`src/rtl/sts_pkg.sv`:
```
// Shared types, token kinds and operator tables of the source token scanner.
`timescale 1ns / 1ps
`default_nettype none
package sts_pkg;

  localparam int POSITION_BITS_DEF = 20;
  localparam int POS_W   = 20;
  localparam int KIND_W  = 6;
  localparam int VALUE_W = 64;
  localparam int CHAR_W  = 8;
  localparam int TDATA_W = 120;

  localparam logic [KIND_W-1:0] K_EOF     = 6'd0;
  localparam logic [KIND_W-1:0] K_UNKNOWN = 6'd1;
  localparam logic [KIND_W-1:0] K_ID      = 6'd3;
  localparam logic [KIND_W-1:0] K_TYPEID  = 6'd4;
  localparam logic [KIND_W-1:0] K_INTEGER = 6'd5;
  localparam logic [KIND_W-1:0] K_CHARS   = 6'd46;
  localparam logic [KIND_W-1:0] K_STRING  = 6'd47;
  localparam logic [KIND_W-1:0] K_NONE    = 6'd0;

  localparam logic [VALUE_W-1:0] VALUE_LIMIT = 64'd1844674407370955161;

  typedef enum logic [3:0] {
    MODE_IDLE    = 4'd0,
    MODE_OPER    = 4'd1,
    MODE_WORD    = 4'd2,
    MODE_DOLLAR  = 4'd3,
    MODE_AT      = 4'd4,
    MODE_NUMBER  = 4'd5,
    MODE_CHARLIT = 4'd6,
    MODE_STRLIT  = 4'd7
  } mode_t;

  typedef struct packed {
    logic [CHAR_W-1:0]  unknown_char;
    logic               number_bad;
    logic [VALUE_W-1:0] number_value;
    logic [POS_W-1:0]   text_length;
    logic [POS_W-1:0]   start_offset;
    logic [KIND_W-1:0]  kind;
  } res_t;

  function automatic res_t make_res(logic [KIND_W-1:0] kind, logic [POS_W-1:0] start,
                                    logic [POS_W-1:0] len, logic [VALUE_W-1:0] value,
                                    logic bad, logic [CHAR_W-1:0] unk);
    res_t r;
    r.kind         = kind;
    r.start_offset = start;
    r.text_length  = len;
    r.number_value = value;
    r.number_bad   = bad;
    r.unknown_char = unk;
    return r;
  endfunction

  function automatic logic [KIND_W-1:0] single_kind(logic [CHAR_W-1:0] c);
    logic [KIND_W-1:0] k;
    k = K_NONE;
    unique case (c)
      "(": k = 6'd6;   ")": k = 6'd7;   "[": k = 6'd8;
      "]": k = 6'd9;   "{": k = 6'd10;  "}": k = 6'd11;
      ";": k = 6'd12;  "+": k = 6'd13;  "-": k = 6'd14;
      "*": k = 6'd15;  "/": k = 6'd16;  "%": k = 6'd17;
      "&": k = 6'd18;  "|": k = 6'd19;  "^": k = 6'd20;
      "!": k = 6'd21;  "?": k = 6'd22;  ":": k = 6'd23;
      "=": k = 6'd24;  "<": k = 6'd37;  ">": k = 6'd38;
      "~": k = 6'd43;  ".": k = 6'd44;  ",": k = 6'd45;
      default: k = K_NONE;
    endcase
    return k;
  endfunction

  function automatic logic [KIND_W-1:0] pair_kind(logic [CHAR_W-1:0] a,
                                                  logic [CHAR_W-1:0] b);
    logic [KIND_W-1:0] k;
    k = K_NONE;
    if (b == "=") begin
      unique case (a)
        "+": k = 6'd25;  "-": k = 6'd26;  "*": k = 6'd27;
        "/": k = 6'd28;  "%": k = 6'd29;  "&": k = 6'd30;
        "|": k = 6'd31;  "^": k = 6'd32;  "=": k = 6'd35;
        "!": k = 6'd36;  "<": k = 6'd39;  ">": k = 6'd40;
        default: k = K_NONE;
      endcase
    end else if (a == b) begin
      unique case (a)
        "+": k = 6'd33;  "-": k = 6'd34;
        "&": k = 6'd41;  "|": k = 6'd42;
        default: k = K_NONE;
      endcase
    end
    return k;
  endfunction

endpackage
`default_nettype wire

```
`src/rtl/source_token_scanner.sv`:
```
// Top level of the source token scanner: byte-wise scanner and two-slot result buffer.
// The scanner takes one source byte per request and updates its state in the same cycle,
// so a byte is accepted every cycle while the result buffer has room. A byte that
// closes one token and emits another (or the end marker after a pending token) queues two
// results; the two-slot output buffer then holds input until the first of them is taken.
// The first result of an accepted request is registered and offered in the next cycle.
`timescale 1ns / 1ps
`default_nettype none
module source_token_scanner #(
  parameter int POSITION_BITS = sts_pkg::POSITION_BITS_DEF
) (
  input  wire                        clk,
  input  wire                        rst_n,
  input  wire                        in_tvalid,
  output logic                       in_tready,
  input  wire  [7:0]                 in_tdata,   // [7:0] ch
  input  wire                        in_tuser,   // [0] end_of_input
  output logic                       out_tvalid,
  input  wire                        out_tready,
  output logic [sts_pkg::TDATA_W-1:0] out_tdata, // kind, start_offset, text_length,
                                                 // number_value, number_bad, unknown_char
  output logic                       out_tlast
);

  localparam int PW = POSITION_BITS;
  localparam logic [PW-1:0] LEN_MAX = {PW{1'b1}};

  sts_pkg::mode_t             mode_r, mode_nxt;
  logic [7:0]                 op_r, op_nxt;
  logic [PW-1:0]              start_r, start_nxt;
  logic [PW-1:0]              len_r, len_nxt;
  logic [PW-1:0]              pos_r, pos_nxt;
  logic [63:0]                acc_r, acc_nxt;
  logic                       escp_r, escp_nxt;
  logic                       lower_r, lower_nxt;
  logic                       upper_r, upper_nxt;
  logic                       nerr_r, nerr_nxt;

  sts_pkg::res_t              q0_r, q1_r, res0, res1;
  logic                       l0_r, l1_r;
  logic [1:0]                 cnt_r, n;
  logic                       in_acc, out_acc;

  function automatic logic [sts_pkg::POS_W-1:0] fit(logic [PW-1:0] v);
    logic [sts_pkg::POS_W+PW-1:0] w;
    w = (sts_pkg::POS_W+PW)'(v);
    return w[sts_pkg::POS_W-1:0];
  endfunction

  assign in_tready  = (cnt_r == 2'd0) || ((cnt_r == 2'd1) && out_tready);
  assign in_acc     = in_tvalid && in_tready;
  assign out_tvalid = cnt_r != 2'd0;
  assign out_acc    = out_tvalid && out_tready;
  assign out_tdata  = {1'b0, q0_r};
  assign out_tlast  = l0_r;

  always_comb begin
    logic [7:0]                 c;
    logic [PW-1:0]              len_g;
    logic                       done, fl_v, is_up, is_lo, is_dg, is_al, is_sp;
    sts_pkg::res_t              fl, tk;
    logic [sts_pkg::KIND_W-1:0] pk, sk;
    logic [63:0]                d;
    c         = in_tdata;
    mode_nxt  = mode_r;  op_nxt = op_r;  start_nxt = start_r;  len_nxt = len_r;
    pos_nxt   = pos_r;   acc_nxt = acc_r; escp_nxt = escp_r;   lower_nxt = lower_r;
    upper_nxt = upper_r; nerr_nxt = nerr_r;
    res0 = '0; res1 = '0; n = 2'd0; done = 1'b0; tk = '0;
    is_up = (c >= "A") && (c <= "Z");
    is_lo = (c >= "a") && (c <= "z");
    is_dg = (c >= "0") && (c <= "9");
    is_al = is_up || is_lo;
    is_sp = (c == " ") || ((c >= 8'd9) && (c <= 8'd13));
    len_g = (len_r == LEN_MAX) ? len_r : len_r + 1'b1;
    pk    = sts_pkg::pair_kind(op_r, c);
    sk    = sts_pkg::single_kind(c);
    d     = 64'(c - "0");

    // Token held by the current mode, if any.
    fl_v = 1'b1;
    fl   = '0;
    unique case (mode_r)
      sts_pkg::MODE_OPER:
        fl = sts_pkg::make_res(sts_pkg::single_kind(op_r), fit(start_r), 20'd1, '0, 1'b0,
                               '0);
      sts_pkg::MODE_WORD:
        fl = sts_pkg::make_res((upper_r && (len_r <= 1 || lower_r)) ? sts_pkg::K_TYPEID
                               : sts_pkg::K_ID, fit(start_r), fit(len_r), '0, 1'b0, '0);
      sts_pkg::MODE_DOLLAR:
        fl = sts_pkg::make_res(sts_pkg::K_ID, fit(start_r), fit(len_r), '0, 1'b0, '0);
      sts_pkg::MODE_AT:
        fl = sts_pkg::make_res(sts_pkg::K_TYPEID, fit(start_r), fit(len_r), '0, 1'b0, '0);
      sts_pkg::MODE_NUMBER:
        fl = sts_pkg::make_res(sts_pkg::K_INTEGER, fit(start_r), fit(len_r),
                               nerr_r ? '0 : acc_r, nerr_r, '0);
      sts_pkg::MODE_CHARLIT:
        fl = sts_pkg::make_res(sts_pkg::K_CHARS, fit(start_r), fit(len_r), '0, 1'b0, '0);
      sts_pkg::MODE_STRLIT:
        fl = sts_pkg::make_res(sts_pkg::K_STRING, fit(start_r), fit(len_r), '0, 1'b0, '0);
      default: fl_v = 1'b0;
    endcase

    if (in_tuser) begin
      tk = sts_pkg::make_res(sts_pkg::K_EOF, fit(pos_r), '0, '0, 1'b0, '0);
      if (fl_v) begin
        res0 = fl; res1 = tk; n = 2'd2;
      end else begin
        res0 = tk; n = 2'd1;
      end
      mode_nxt = sts_pkg::MODE_IDLE; op_nxt = '0; start_nxt = '0; len_nxt = '0;
      pos_nxt = '0; acc_nxt = '0; escp_nxt = 1'b0; lower_nxt = 1'b0; upper_nxt = 1'b0;
      nerr_nxt = 1'b0;
    end else begin
      unique case (mode_r)
        sts_pkg::MODE_OPER: begin
          mode_nxt = sts_pkg::MODE_IDLE;
          if (pk != sts_pkg::K_NONE) begin
            res0 = sts_pkg::make_res(pk, fit(start_r), 20'd2, '0, 1'b0, '0);
            n = 2'd1; done = 1'b1;
          end else begin
            res0 = fl; n = 2'd1;
          end
        end
        sts_pkg::MODE_WORD, sts_pkg::MODE_DOLLAR, sts_pkg::MODE_AT: begin
          if (is_al || is_dg || c == "_") begin
            len_nxt = len_g;
            if (is_lo) lower_nxt = 1'b1;
            done = 1'b1;
          end else begin
            res0 = fl; n = 2'd1; mode_nxt = sts_pkg::MODE_IDLE;
          end
        end
        sts_pkg::MODE_NUMBER: begin
          if (is_al || is_dg) begin
            len_nxt = len_g;
            if (is_dg) begin
              if (acc_r > sts_pkg::VALUE_LIMIT ||
                  (acc_r == sts_pkg::VALUE_LIMIT && d > 64'd5)) nerr_nxt = 1'b1;
              // Times ten as two shifted copies.
              acc_nxt = (acc_r << 3) + (acc_r << 1) + d;
            end else begin
              nerr_nxt = 1'b1;
            end
            done = 1'b1;
          end else begin
            res0 = fl; n = 2'd1; mode_nxt = sts_pkg::MODE_IDLE;
          end
        end
        sts_pkg::MODE_CHARLIT, sts_pkg::MODE_STRLIT: begin
          done = 1'b1;
          if (escp_r) begin
            escp_nxt = 1'b0; len_nxt = len_g;
          end else if (c == "\\") begin
            escp_nxt = 1'b1; len_nxt = len_g;
          end else if (c == ((mode_r == sts_pkg::MODE_CHARLIT) ? 8'h27 : 8'h22)) begin
            res0 = fl; n = 2'd1; mode_nxt = sts_pkg::MODE_IDLE;
          end else begin
            len_nxt = len_g;
          end
        end
        default: ;
      endcase

      if (!done && !is_sp) begin
        start_nxt = pos_r;
        len_nxt   = '0;
        tk        = '0;
        if (sts_pkg::pair_kind(c, "=") != sts_pkg::K_NONE) begin
          mode_nxt = sts_pkg::MODE_OPER; op_nxt = c;
        end else if (sk != sts_pkg::K_NONE) begin
          tk = sts_pkg::make_res(sk, fit(pos_r), 20'd1, '0, 1'b0, '0);
        end else if (c == 8'h27 || c == 8'h22 || c == "$" || c == "@") begin
          start_nxt = pos_r + 1'b1;
          escp_nxt  = 1'b0;
          mode_nxt  = (c == 8'h27) ? sts_pkg::MODE_CHARLIT :
                      (c == 8'h22) ? sts_pkg::MODE_STRLIT :
                      (c == "$")   ? sts_pkg::MODE_DOLLAR : sts_pkg::MODE_AT;
          lower_nxt = 1'b0; upper_nxt = 1'b0;
        end else if (is_al) begin
          mode_nxt = sts_pkg::MODE_WORD; len_nxt = PW'(1);
          upper_nxt = is_up; lower_nxt = 1'b0;
        end else if (is_dg) begin
          mode_nxt = sts_pkg::MODE_NUMBER; len_nxt = PW'(1);
          acc_nxt = d; nerr_nxt = 1'b0;
        end else begin
          tk = sts_pkg::make_res(sts_pkg::K_UNKNOWN, fit(pos_r), 20'd1, '0, 1'b0, c);
        end
        if (tk != '0) begin
          if (n == 2'd0) res0 = tk;
          else res1 = tk;
          n = n + 2'd1;
        end
      end
      pos_nxt = pos_r + 1'b1;
    end
  end

  always_ff @(posedge clk) begin
    if (!rst_n) begin
      mode_r <= sts_pkg::MODE_IDLE; op_r <= '0; start_r <= '0; len_r <= '0; pos_r <= '0;
      acc_r <= '0; escp_r <= 1'b0; lower_r <= 1'b0; upper_r <= 1'b0; nerr_r <= 1'b0;
      cnt_r <= 2'd0;
    end else begin
      if (in_acc) begin
        mode_r <= mode_nxt; op_r <= op_nxt; start_r <= start_nxt; len_r <= len_nxt;
        pos_r <= pos_nxt; acc_r <= acc_nxt; escp_r <= escp_nxt; lower_r <= lower_nxt;
        upper_r <= upper_nxt; nerr_r <= nerr_nxt;
        cnt_r <= n;
      end else if (out_acc) begin
        cnt_r <= cnt_r - 2'd1;
      end
    end
  end

  always_ff @(posedge clk) begin
    if (in_acc) begin
      q0_r <= res0; q1_r <= res1;
      l0_r <= (n == 2'd1); l1_r <= 1'b1;
    end else if (out_acc) begin
      q0_r <= q1_r; l0_r <= l1_r;
    end
  end

  a_cnt_range: assert property (@(posedge clk) disable iff (!rst_n) cnt_r != 2'd3)
    else $error("result buffer count out of range");
  a_eof_out: assert property (@(posedge clk) disable iff (!rst_n)
    in_acc && in_tuser |=> out_tvalid && pos_r == '0 && mode_r == sts_pkg::MODE_IDLE)
    else $error("end marker did not give a result and clear state");
  a_no_overrun: assert property (@(posedge clk) disable iff (!rst_n)
    in_acc |-> cnt_r == 2'd0 || out_acc)
    else $error("request taken while results still queued");
  a_pair_last: assert property (@(posedge clk) disable iff (!rst_n)
    cnt_r == 2'd2 |-> !out_tlast)
    else $error("first of two results marked last");

endmodule
`default_nettype wire

```
`config.mk`:
```
export PLATFORM = sky130hd
export DESIGN_NAME = source_token_scanner
export DESIGN_NICKNAME = d
export VERILOG_FILES = /design/src/rtl/sts_pkg.sv /design/src/rtl/source_token_scanner.sv
export SDC_FILE = /design/constraint.sdc
export NUM_CORES = 1
export LEC_CHECK = 0
export BUFFER_PORTS_ARGS = -buffer_cell sky130_fd_sc_hd__buf_2
export CAP_MARGIN = 25
export CORE_MARGIN = 4
export CORE_UTILIZATION = 35
export DETAILED_ROUTE_END_ITERATION = 6
export SLEW_MARGIN = 10
export SYNTH_ARGS = -nofsm -noshare
export SYNTH_HDL_FRONTEND = slang
export SYNTH_SLANG_ARGS = --single-unit
```
`constraint.sdc`:
```
create_clock -name clk -period 14.1 [get_ports clk]
set_input_delay 2.82 -clock clk [delete_from_list [all_inputs] [get_ports clk]]
set_output_delay 2.82 -clock clk [all_outputs]
set_load 0.02 [all_outputs]
```
### Word level (Yosys, flattened, before mapping)

Index checks and enable logic that the tools add are counted.

| operators by class | value |
|---|---|
| add/subtract/negate cells | 7 |
| $lt $le $gt $ge | 11 |
| eq/ne operators | 73 |
| multiplexer cells | 143 |
| reduce and logical (&&, ||, !) cells | 41 |

Operator list:

| cell | number |
|---|---|
| $mux 119 | 24 |
| $pmux 111 s7 | 1 |
| $mux 64 | 11 |
| $pmux 119 s4 | 1 |
| $eq 8x6->1 const B | 38 |
| $pmux 6 s24 | 2 |
| $mux 20 | 14 |
| $pmux 6 s12 | 2 |
| $eq 8x7->1 const B | 17 |
| $add 64x64->64 | 2 |
| $reduce_bool 119->1 | 1 |
| $eq 64x61->1 const B | 1 |
| $gt 64x3->1 const B | 1 |
| $gt 64x61->1 const B | 1 |
| $pmux 20 s3 | 1 |
| $mux 1 | 51 |
| $mux 4 | 12 |
| $add 20x1->20 const B | 2 |
| $mux 26 | 1 |
| $mux 6 | 4 |
| $mux 8 | 3 |
| $pmux 6 s4 | 1 |
| $eq 20x20->1 const B | 1 |
| $le 20x1->1 const B | 1 |
| 36 further kinds | 82 |

| storage, ports and cells | value |
|---|---|
| flip-flop bits (word level) | 381 |
| input bits | 13 |
| output and inout bits | 123 |
| word-level logic and storage cells | 299 |

### Longest topological paths before layout

| depth | value |
|---|---|
| depth after elaboration | 22 |
| mapped depth | 19 |
| gate-level depth less buffers | 18 |

### Worst setup path before layout

OpenSTA, ideal clock, no wires.

| timing path | value |
|---|---|
| path kind | input port to flip-flop |
| start | in in_tdata[4] |
| end | reg acc_r[61] |
| library setup time | 0.117 ns |
| arrival | 12.163 ns |
| data required time | 13.983 ns |
| path slack | 1.820 ns |
| cell stages on the path | 17 |
| path buffers | 2 |
| path through | ha_1 -> clkbuf_1 -> nor3_1 -> fa_1 -> ha_1 -> clkbuf_1 -> nand4_1 -> or4_1 -> o31ai_1 -> a32oi_1 -> a21oi_1 -> a21oi_1 -> o2bb2ai_1 -> o21ai_0 -> xnor2_1 -> nand3_1 -> a32o_1 |

| on the way | value |
|---|---|
| cells in the longest elaborated chain, start to end | 13 |
| elaborated cells on any way between the ends | 79 |

Ends and longest elaborated chain:

| item | line | source |
|---|---|---|
| from (decl) | source_token_scanner.sv:16 | `input wire [7:0] in_tdata,` |
| parallel branches: the longest is 11 deep, another holds $add 64x64->64 | - |  |
| $mux 64 * | source_token_scanner.sv:164 | `if (!done && !is_sp) begin` |
| $mux 64 * | source_token_scanner.sv:103 | `if (in_tuser) begin` |
| to (signal assigned) | source_token_scanner.sv:206 | `pos_r <= pos_nxt; acc_r <= acc_nxt; escp_r <= escp_nxt; lower_r <= lower_nxt;` |
| to (decl) | source_token_scanner.sv:33 | `logic [63:0] acc_r, acc_nxt;` |

Mark *: on every way between the ends. The select of a mux whose other input is x is not followed.
A chain may end at the register's enable or synchronous reset.

### Worst setup path in the final report

Same ends and word-level chain as after synthesis.

==> qor.csv <==
stage,metric,value,unit
route,first_iter_violations,1587,
place,detailedPlace.worstSlack,5510,ps
sta,slew_viol_final,0,
route,met3_wirelength,3390,um
global_routing,grt_pass1_wl,104000,um
clock_network,clk_tree_root_cell,sky130_fd_sc_hd__clkbuf_16,
route,m1WireLength,28900,um
floorplanning,core_area,0.0579,mm2
finish,final_layout_size_suffix_gt1_frac,0.110,
worst_setup_path,slowest_cell_on_the_critical_path,sky130_fd_sc_hd__buf_4,
route,avgRoutedWirePerCell,20.8,um
job,max_cap_violations,0,
clock_network,post_cts_buffers,0,
sta,grt_setup_unrepaired,false,
place,placed_area,0.0216,mm2
floorplanning,floorplan.die_area,0.0626,mm2
pwr,fin_total_pwr,2.70,mW
finish,final_cell_area,0.0230,mm2
synth,synth_common_cells,"sky130_fd_sc_hd__nor2_1 (248), sky130_fd_sc_hd__a21oi_1 (219), sky130_fd_sc_hd__nand2_1 (206)",
worst_setup_path,worstPathArrival,8440,ps
route,top_layer_used,met4,
global_routing,first_global_vias,17972,
synth,mappedNetlistNets,2524,
route,drcViolationCount,0,
synth,async_flop_share,0,
place,place.detailed.instances,3125,
clock_network,clock-sinks,297,
finish,area_growth_syn_to_layout,11.9,%
clock_network,clock_path_buffers,3,
finish,area_of_the_multi_input_gates,0.0121,mm2
synth,synth.ff_latch_count,297,
route,drt_antenna_net_count,0,
synth,postSynth.topFlopCell,sky130_fd_sc_hd__edfxtp_1,
route,routed-wl-met2,31700,um
clock_network,tritoncts,built,
finish,fill_cell_total_of_the_finished_layout,5881,
hold_path,worstHoldEndpoint,start_r[1],
synth,ys_types,100,
hold_path,holdPathStages,2,
hold_path,timing.hold.worst.class,register to register,
sta,worst_slew_pin_tran,1130,ps
finish,finalCoreUtilization,0.397,
synth,synth.cell_area,0.0205,mm2
sta,hold_viol_final,0,
worst_setup_path,timing.critical_path.to_type,register,
hold_path,worst_hold_startpoint,start_r[1],
clock_network,cts.htree.levels,2,
place,dpl.hpwl,46200,um
finish,nNetsFinal,2552,
floorplanning,die_w,250,um
global_routing,grt_antenna_before_repair,0,
pwr,static-leakage-power,8.86,nW
route,totalWireLength,66400,um
clock_network,ctsResizeCount,0,
sta,totalNegativeSetupSlack,0,ps
worst_setup_path,r2r_end,len_r[0],
worst_setup_path,critical_path_peak_fanout,56,
worst_setup_path,worstPathCellList,buf_2 > ha_1 > nor3_2 > buf_4 > fa_1 > ha_1 > nand4_1 > or4_1 > o31ai_1 > a32oi_1 > a21oi_1 > a21oi_1 > o2bb2ai_1 > o21ai_0 > xnor2_1 > nand3_1 > a32o_1,
sta,timing.slew.headroom,0.242,
sta,fin_skew,14.3,ps
outcome,status,finished clean,
global_routing,gr-total-overflow,0,
finish,register_area,0.00750,mm2
worst_setup_path,startpoint_type,input port,
synth,number_of_enable_type_register_cells_in_the_synthesized_netlist,155,
global_routing,grt_start_max_net_pins,80,
pwr,highest_ir_drop_seen_on_vdd,82.4,uV
synth,synth_cells,2374,
route,dr_total_vias,18384,
synth,synth.yosys.warnings,0,
floorplanning,start_util,0.355,
sta,post-route-min-period,7990,ps
floorplanning,num_io_pins,136,
worst_setup_path,critical_path_required,14550,ps
synth,synth.area.top_cells,"sky130_fd_sc_hd__edfxtp_1 (23%), sky130_fd_sc_hd__dfxtp_1 (14%), sky130_fd_sc_hd__fa_1 (5.9%), sky130_fd_sc_hd__a21oi_1 (5.3%), sky130_fd_sc_hd__ha_1 (4.6%)",
sta,layout_setup_ws,6110,ps
sta,setup_viol,0,
clock_network,hold_buffers,0,
sta,clock.fmax,125,MHz
worst_setup_path,worst-setup-path-type,input port to register,
place,numPortBuffers,134,
synth,synth_seq_area_share,0.365,
synth,postSynthAreaPerCell,8.65,um2
worst_setup_path,reg2reg_depth,12,
synth,largest_area_contributor_in_the_netlist,sky130_fd_sc_hd__edfxtp_1,
route,vias_cell,5.75,
synth,synth_top_area_share,0.227,
worst_setup_path,timing.rr.start,op_r[3],
global_routing,globalRouteTotalUtil,0.204,
floorplanning,core.rowCount,88,
worst_setup_path,worst_path_largest_cell_delay,740,ps
route,drt_pre_antenna_iters,5,
clock_network,clk_transition_reported_paths,60,ps
pwr,power_per_cell_area,118,mW/mm2
clock_network,cts_buffers,38,
worst_setup_path,worst-r2r-setup-slack,8660,ps
clock_network,clock_insertion_delay_worst_skew,560,ps
floorplanning,dieHeight,250,um
sta,holdWs,490,ps
sta,final_worst_path_cycle_share,0.567,
place,routabilityCongestion,0.950,
finish,finished_layout_cells,3198,
synth,synthMostInstantiatedCell,sky130_fd_sc_hd__nor2_1,
-- where the power goes --
part           switching [mW]  leakage [nW]  internal, mW
logic                   0.436          5.51         0.175
registers              0.0470          2.72          1.03
clock network           0.403         0.636         0.615
total                   0.886          8.86          1.82
-- worst max-delay path, delay by kind of cell --
kind / cells / cell delay, ps
AOI/OAI and AO/OA: 7 / 1880
xor gates and xnor gates: 1 / 170
adders and majority gates: 3 / 1480
buffers and inverters: 2 / 930
and+or+nand+nor: 4 / 1100
-- worst max path at each step --
stage / startpoint / to / cells past startpoint
finish: in_tdata[4] / acc_r[61] / 17
global route: in_tdata[4] / acc_r[61] / 17
CTS: in_tdata[4] / acc_r[61] / 17
detailed placement: in_tdata[4] / acc_r[61] / 17
global placement: in_tdata[4] / acc_r[61] / 17
floorplan: in_tdata[4] / acc_r[61] / 17
-- cell families (layout without fill, tap and decap cells) --
kind of cell    count (synthesis)  count (layout)  synth area share
simple gates                  909             909             0.224
mux                             7               7           0.00353
compound gates                716             716             0.218
flops                         297             297             0.365
fa+ha+maj                     137             137             0.106
buf+inv                       218             276            0.0452
xor+xnor                       89              89            0.0380
other cells                     1               2          0.000183
-- layout make-up --
class | instances | area share
multi-input cells | 1859 | 0.529
flip-flops and latches | 297 | 0.326
clock buffers | 47 | 0.0447
well taps | 765 | 0.0417
repair buffers | 158 | 0.0385
clock inverters | 23 | 0.0119
inverters | 48 | 0.00806
diodes | 1 | 0.000109
-- registers in the layout (all words and copies together) (netlist names), 2 cells and up --
name,flops
acc_r,64
cnt_r,2
len_r,20
mode_r,4
op_r,8
out_tdata,119
pos_r,20
q1_r,35
start_r,20
-- cells in the final DEF, fill, tap and decap left out, types with 14 or more instances in the layout --
master and instances:
sky130_fd_sc_hd__nor2_1 246, sky130_fd_sc_hd__a21oi_1 219, sky130_fd_sc_hd__nand2_1 205, sky130_fd_sc_hd__o21ai_0 166, sky130_fd_sc_hd__edfxtp_1 155, sky130_fd_sc_hd__dfxtp_1 142
sky130_fd_sc_hd__buf_2 134, sky130_fd_sc_hd__and2_1 118, sky130_fd_sc_hd__ha_1 76, sky130_fd_sc_hd__nand3_1 66, sky130_fd_sc_hd__fa_1 61, sky130_fd_sc_hd__nor3_1 56
sky130_fd_sc_hd__xnor2_1 55, sky130_fd_sc_hd__inv_1 45, sky130_fd_sc_hd__a22oi_1 41, sky130_fd_sc_hd__clkbuf_16 39, sky130_fd_sc_hd__a21o_1 38, sky130_fd_sc_hd__and3_1 38
sky130_fd_sc_hd__a31oi_1 35, sky130_fd_sc_hd__xor2_1 34, sky130_fd_sc_hd__a221oi_1 33, sky130_fd_sc_hd__nand4_1 23, sky130_fd_sc_hd__buf_4 22, sky130_fd_sc_hd__o211ai_1 20
sky130_fd_sc_hd__nand3b_1 20, sky130_fd_sc_hd__nor2b_1 18, sky130_fd_sc_hd__o22ai_1 17, sky130_fd_sc_hd__nor4_1 17, sky130_fd_sc_hd__or3_1 16, sky130_fd_sc_hd__o31ai_1 14
-- per-layer routing --
metal,track usage,vias up
met1,0.268,8950
met3,0.0286,144
met4,0.0707,0
li1,-,8703
met5,0,-
met2,0.344,587
(Power assumes the default switching activity.)
